--- config.mk ---
export PLATFORM = sky130hd
export DESIGN_NAME = rfc_frame_eval
export DESIGN_NICKNAME = d
export VERILOG_FILES = /design/src/sv/rfc_pkg.sv /design/src/sv/rfc_frame_eval.sv
export SDC_FILE = /design/constraint.sdc
export NUM_CORES = 1
export LEC_CHECK = 0
export BUFFER_PORTS_ARGS = -buffer_cell sky130_fd_sc_hd__buf_2
export CORE_ASPECT_RATIO = 0.8
export CORE_MARGIN = 2
export CORE_UTILIZATION = 40
export DETAILED_ROUTE_END_ITERATION = 12
export GPL_TIMING_DRIVEN = 0
export PLACE_DENSITY = 0.64
export SETUP_SLACK_MARGIN = 0.05
export SLEW_MARGIN = 20
export SYNTH_ARGS = -nofsm -noshare
export SYNTH_HDL_FRONTEND = slang
export SYNTH_SLANG_ARGS = --single-unit
--- constraint.sdc ---
create_clock -name clk -period 7.65 [get_ports clk]
set_input_delay 1.53 -clock clk [delete_from_list [all_inputs] [get_ports clk]]
set_output_delay 1.53 -clock clk [all_outputs]
set_load 0.005 [all_outputs]
--- src/sv/rfc_pkg.sv ---
// ----------------------------------------------------------------------------
// rfc_pkg
// Constants, verdict codes and types shared by the frame checker modules.
// ----------------------------------------------------------------------------
`default_nettype none

package rfc_pkg;

	localparam logic [7:0] START_BYTE  = 8'hDD;
	localparam logic [7:0] END_BYTE    = 8'h77;
	localparam logic [7:0] STATUS_BYTE = 8'h00;

	localparam int unsigned POS_W = 3;
	localparam logic [POS_W-1:0] POS_MAX = 3'd7;
	localparam logic [POS_W-1:0] POS_SUM = 3'd6; // history tail enters the sum from here

	localparam logic [2:0] VERDICT_OK        = 3'd0;
	localparam logic [2:0] VERDICT_SHORT     = 3'd1;
	localparam logic [2:0] VERDICT_BAD_START = 3'd2;
	localparam logic [2:0] VERDICT_BAD_END   = 3'd3;
	localparam logic [2:0] VERDICT_BAD_STAT  = 3'd4;
	localparam logic [2:0] VERDICT_BAD_SUM   = 3'd5;

	typedef struct packed {
		logic [2:0] verdict;
		logic       frame_ok;
		logic [7:0] command_byte;
	} result_t;

endpackage

`default_nettype wire

--- src/sv/rfc_frame_eval.sv ---
// ----------------------------------------------------------------------------
// rfc_frame_eval
// Per-frame state and verdict logic for the byte held in the input register.
// ----------------------------------------------------------------------------
`default_nettype none

module rfc_frame_eval (
	input  wire logic             clk,
	input  wire logic             arst_n,
	input  wire logic             advance,
	input  wire logic [7:0]       byte_s1,
	input  wire logic             end_s1,
	output rfc_pkg::result_t      res
);

	logic [7:0]  hist_q [3];
	logic [rfc_pkg::POS_W-1:0] pos_q;
	logic [15:0] sum_q;
	logic        start_q;
	logic        status_q;
	logic [7:0]  cmd_q;

	logic [15:0] sum_nx;
	logic [15:0] crc;
	logic [7:0]  cmd_eff;
	logic        status_eff;

	always_comb begin
		sum_nx = sum_q;
		if (pos_q >= rfc_pkg::POS_SUM) begin
			sum_nx = sum_q + {8'h00, hist_q[2]};
		end
		crc        = 16'h0000 - sum_nx;
		cmd_eff    = (pos_q == 3'd1) ? byte_s1 : cmd_q;
		status_eff = (pos_q == 3'd2) ? (byte_s1 == rfc_pkg::STATUS_BYTE) : status_q;

		if (pos_q < 3'd2) begin
			res.verdict = rfc_pkg::VERDICT_SHORT;
		end else if (!start_q) begin
			res.verdict = rfc_pkg::VERDICT_BAD_START;
		end else if (byte_s1 != rfc_pkg::END_BYTE) begin
			res.verdict = rfc_pkg::VERDICT_BAD_END;
		end else if (!status_eff) begin
			res.verdict = rfc_pkg::VERDICT_BAD_STAT;
		end else if (hist_q[1] != crc[15:8] || hist_q[0] != crc[7:0]) begin
			res.verdict = rfc_pkg::VERDICT_BAD_SUM;
		end else begin
			res.verdict = rfc_pkg::VERDICT_OK;
		end
		res.frame_ok     = (res.verdict == rfc_pkg::VERDICT_OK);
		res.command_byte = (pos_q != 3'd0) ? cmd_eff : 8'h00;
	end

	always_ff @(posedge clk or negedge arst_n) begin
		if (!arst_n) begin
			hist_q[0] <= 8'h00;
			hist_q[1] <= 8'h00;
			hist_q[2] <= 8'h00;
			pos_q     <= '0;
			sum_q     <= 16'h0000;
			start_q   <= 1'b0;
			status_q  <= 1'b0;
			cmd_q     <= 8'h00;
		end else if (advance) begin
			if (end_s1) begin
				// frame done: back to a clean slate
				hist_q[0] <= 8'h00;
				hist_q[1] <= 8'h00;
				hist_q[2] <= 8'h00;
				pos_q     <= '0;
				sum_q     <= 16'h0000;
				start_q   <= 1'b0;
				status_q  <= 1'b0;
				cmd_q     <= 8'h00;
			end else begin
				if (pos_q == 3'd0) begin
					start_q <= (byte_s1 == rfc_pkg::START_BYTE);
				end
				if (pos_q == 3'd1) begin
					cmd_q <= byte_s1;
				end
				if (pos_q == 3'd2) begin
					status_q <= (byte_s1 == rfc_pkg::STATUS_BYTE);
				end
				sum_q     <= sum_nx;
				hist_q[2] <= hist_q[1];
				hist_q[1] <= hist_q[0];
				hist_q[0] <= byte_s1;
				if (pos_q != rfc_pkg::POS_MAX) begin
					pos_q <= pos_q + 3'd1;
				end
			end
		end
	end

endmodule

`default_nettype wire

==> results.ini <==
[cts]
cts_tree = yes
cts.sinks = 53
cts.path.max_buffers = 2
clockRootBuffer = clkbuf_16
cts_resized = 0
cts_hold_buf = 0
cts_made_buffers = 5
clk_latency_ns = 0.30
postCtsSetupRepairBufs = 0
cts_max_level = 2
path_clk_slew_ns = 0.08

[global_route]
antenna_found_initial = 0
grt.total_usage_pct = 22.3
grt_pass1_vias = 3667
top_usage_layer = met1
met3_usage_pct = 3.27
grt_use_met2_pct = 33.0
grt-ovfl-total = 0
grt_pass1_wl_mm = 19.1
grtUsageMet1_pct = 33.1
grt_start_max_net_pins = 54

[timing]
rsz0062_at_grt = no
slew_viol_final = 0
fmax_mhz = 165
slew_headroom_pct = 42.8
setup_viol = 0
hold_viol_final = 0
skew_ns = 0.00507
worstMarginPinSlew_ns = 0.853
period_needed_ns = 6.05
min_period_over_period_pct = 79.1
finalSetupTns_ns = 0

[worst_setup_path]
worst_setup_path_start_kind = flop
crit_arrival_ns = 4.52
cp_num_buf_inv = 1
critPathTopFamily = compound AO/OA/AOI/OAI gates
worst-path-max-fanout = 7
crit_required_ns = 6.12
rrSetupSlack_ns = 4.98
slowest_delay_ns = 0.60
cp_cell_sequence = ha_1 > fa_1 > a211oi_2 > o31ai_4 > o21ai_0 > nand4_1 > a32oi_4 > o21a_4 > mux2i_1 > a21oi_1 > or4b_1 > o21ba_1 > buf_2
critical_path_class = reg2out
slowest_stage = or4b_1
endpoint_kind = primary output

[place]
gp_congestion = 0.881
io_buffer_count = 22
hpwl_mm = 8.65
place_area_um2 = 4390

[floorplanning]
die-area_um2 = 11100
io_pins = 24
die_x_um = 117
die_h_um = 94.6
num_rows = 33
start_util_pct = 40.6
core_um2 = 10100

[logic_synthesis]
syn_area_um2 = 4110
yosys_warnings = 0
syn_nets = 508
ys_seq_area_share_pct = 32.3
synth.distinct_cells = 65
ys_ff_latch = 53
postSynth.asyncResetShare_pct = 100
synthCells = 481
synth-edff-count = 0
syn_area_per_cell_um2 = 8.53
synth_ff_type = dfrtp_1

[pwr]
irDropWorstVdd_v = 0.0000920
leakage_uw = 0.00191
power_density_nw_per_um2 = 194

[layout]
antenna_cells = 0
drive_above_1_share_pct = 10.8
areaGrowthSynthToFinish_pct = 11.7
nNetsFinal = 537
fin_area_um2 = 4590

[route]
dr_total_vias = 3848
route.detailed.drc = 0
wl_mm = 11.8
dr.pass1.iters = 5
drt_iter0_drc = 451
via_per_inst = 5.91
ant_nets = 0
wl_per_cell_um = 18.1

[outcome]
status = finished clean

[min_path]
min_path_type = reg2reg

[job]
maxCapViolations = 0

==> placed cells by master, fill, tap and decap left out, drive strengths merged, types with 4 or more instances in the layout <==
cell and n:
and3 7, a22oi 11, ha 14, a21o 7, xnor2 23, xor2 5
inv 59, a21oi 25, o211ai 6, nor3b 4, nand4 5, a2bb2oi 9
or2 6, nand3b 25, nand3 14, a211oi 6, nor4b 4, nand2 13
o22ai 38, nor2 18, nor3 6, nor4 5, dfrtp 53, o21ai 39
a31oi 4, clkbuf 24, buf 29, o31ai 4, nor2b 6
==> worst paths after layout <==
path / endpoint / from / cells after the start
worst max-delay path: res[11] / sum_q[0]$_DFFE_PN0P_ / 13
worst min-delay path: hist_q[12]$_DFFE_PN0P_ / hist_q[20]$_DFFE_PN0P_ / 2
worst max register to register: sum_q[14]$_DFFE_PN0P_ / sum_q[0]$_DFFE_PN0P_ / 8
worst min register to register: hist_q[12]$_DFFE_PN0P_ / hist_q[20]$_DFFE_PN0P_ / 2
max in group asynchronous: cmd_q[6]$_DFFE_PN0P_ / arst_n / 1
min in group asynchronous: sum_q[0]$_DFFE_PN0P_ / arst_n / 1
==> state kept, by name (all words and copies together), names as in the netlist <==
name,flops
start_q,1
pos_q,3
status_q,1
cmd_q,8
sum_q,16
hist_q,24
==> stage by stage <==
stage | instances | power [uW] | worst slack [ns] | hold WS (ns) | utilization [%]
3_3_place_gp | 643 | 575 | 2.03 | 0.488 | 43.4
6_report | 651 | 888 | 1.60 | 0.514 | 45.3
3_5_place_dp | 643 | 582 | 1.96 | 0.495 | 43.4
5_1_grt | 651 | 934 | 1.35 | 0.556 | 45.3
4_1_cts | 651 | 887 | 1.61 | 0.511 | 45.3
2_1_floorplan | 481 | 512 | 2.67 | 0.477 | -
==> Yosys cell counts (all sizes together), types with 3 or more instances <==
cell,count,area [um2]
mux2i,3,33.8
a2bb2oi,9,78.8
a22oi,11,82.6
nor2b,6,37.5
a211oi,6,55.1
o31ai,4,43.8
ha,14,175
nor2,18,67.6
nand2,13,48.8
o22ai,38,238
inv,58,218
and4,3,26.3
nor3,6,30.0
o211a,3,30.0
xnor2,23,201
nand4,5,31.3
nand3b,25,188
a31oi,4,25.0
or2,6,37.5
xor2,5,43.8
o21a,3,30.0
o21ai,39,195
clkbuf,19,71.3
o211ai,6,45.0
dfrtp,53,1330
buf,7,35.0
nor3b,4,30.0
and3,7,45.1
a21oi,25,125
nor4,5,31.3
nand3,14,75.1
nor4b,4,35.0
a21o,7,53.8
==> cells by family after synthesis <==
group                      after synthesis  synth area share [%]
DFF                                     53                  32.3
adders and majority gates               15                  4.75
xor gates and xnor gates                29                  6.52
AOI/OAI and AO/OA                      170                  28.9
and+or+nand+nor                        126                  18.6
buffers and inverters                   84                  7.89
muxes                                    4                  1.10
==> power by group <==
part / switching (uW) / internal (uW)
Clock: 117 / 189
Sequential: 26.8 / 305
Combinational: 141 / 109
==> layer usage <==
layer	part of all wire (%)	up-vias
li1	-	1830
met1	48	1865
met2	44	137
met3	6.3	16
met4	1.6	0
met5	0	-
==> tightest hold or removal path: stages (launching register included) <==
cell      delay (ns)
dfrtp_1         0.35
nand3b_1        0.07
o21ai_0         0.07
==> area by class of cell <==
cell class | count | area [um2]
Clock inverter | 3 | 68.8
Sequential cell | 53 | 1330
Clock buffer | 5 | 125
Inverter | 58 | 218
Tap cell | 140 | 175
Multi-Input combinational cell | 344 | 2450
Timing Repair Buffer | 22 | 113
Buffer | 26 | 106
Fill cell | 988 | 5530
Power figures use the tool's default switching activity.
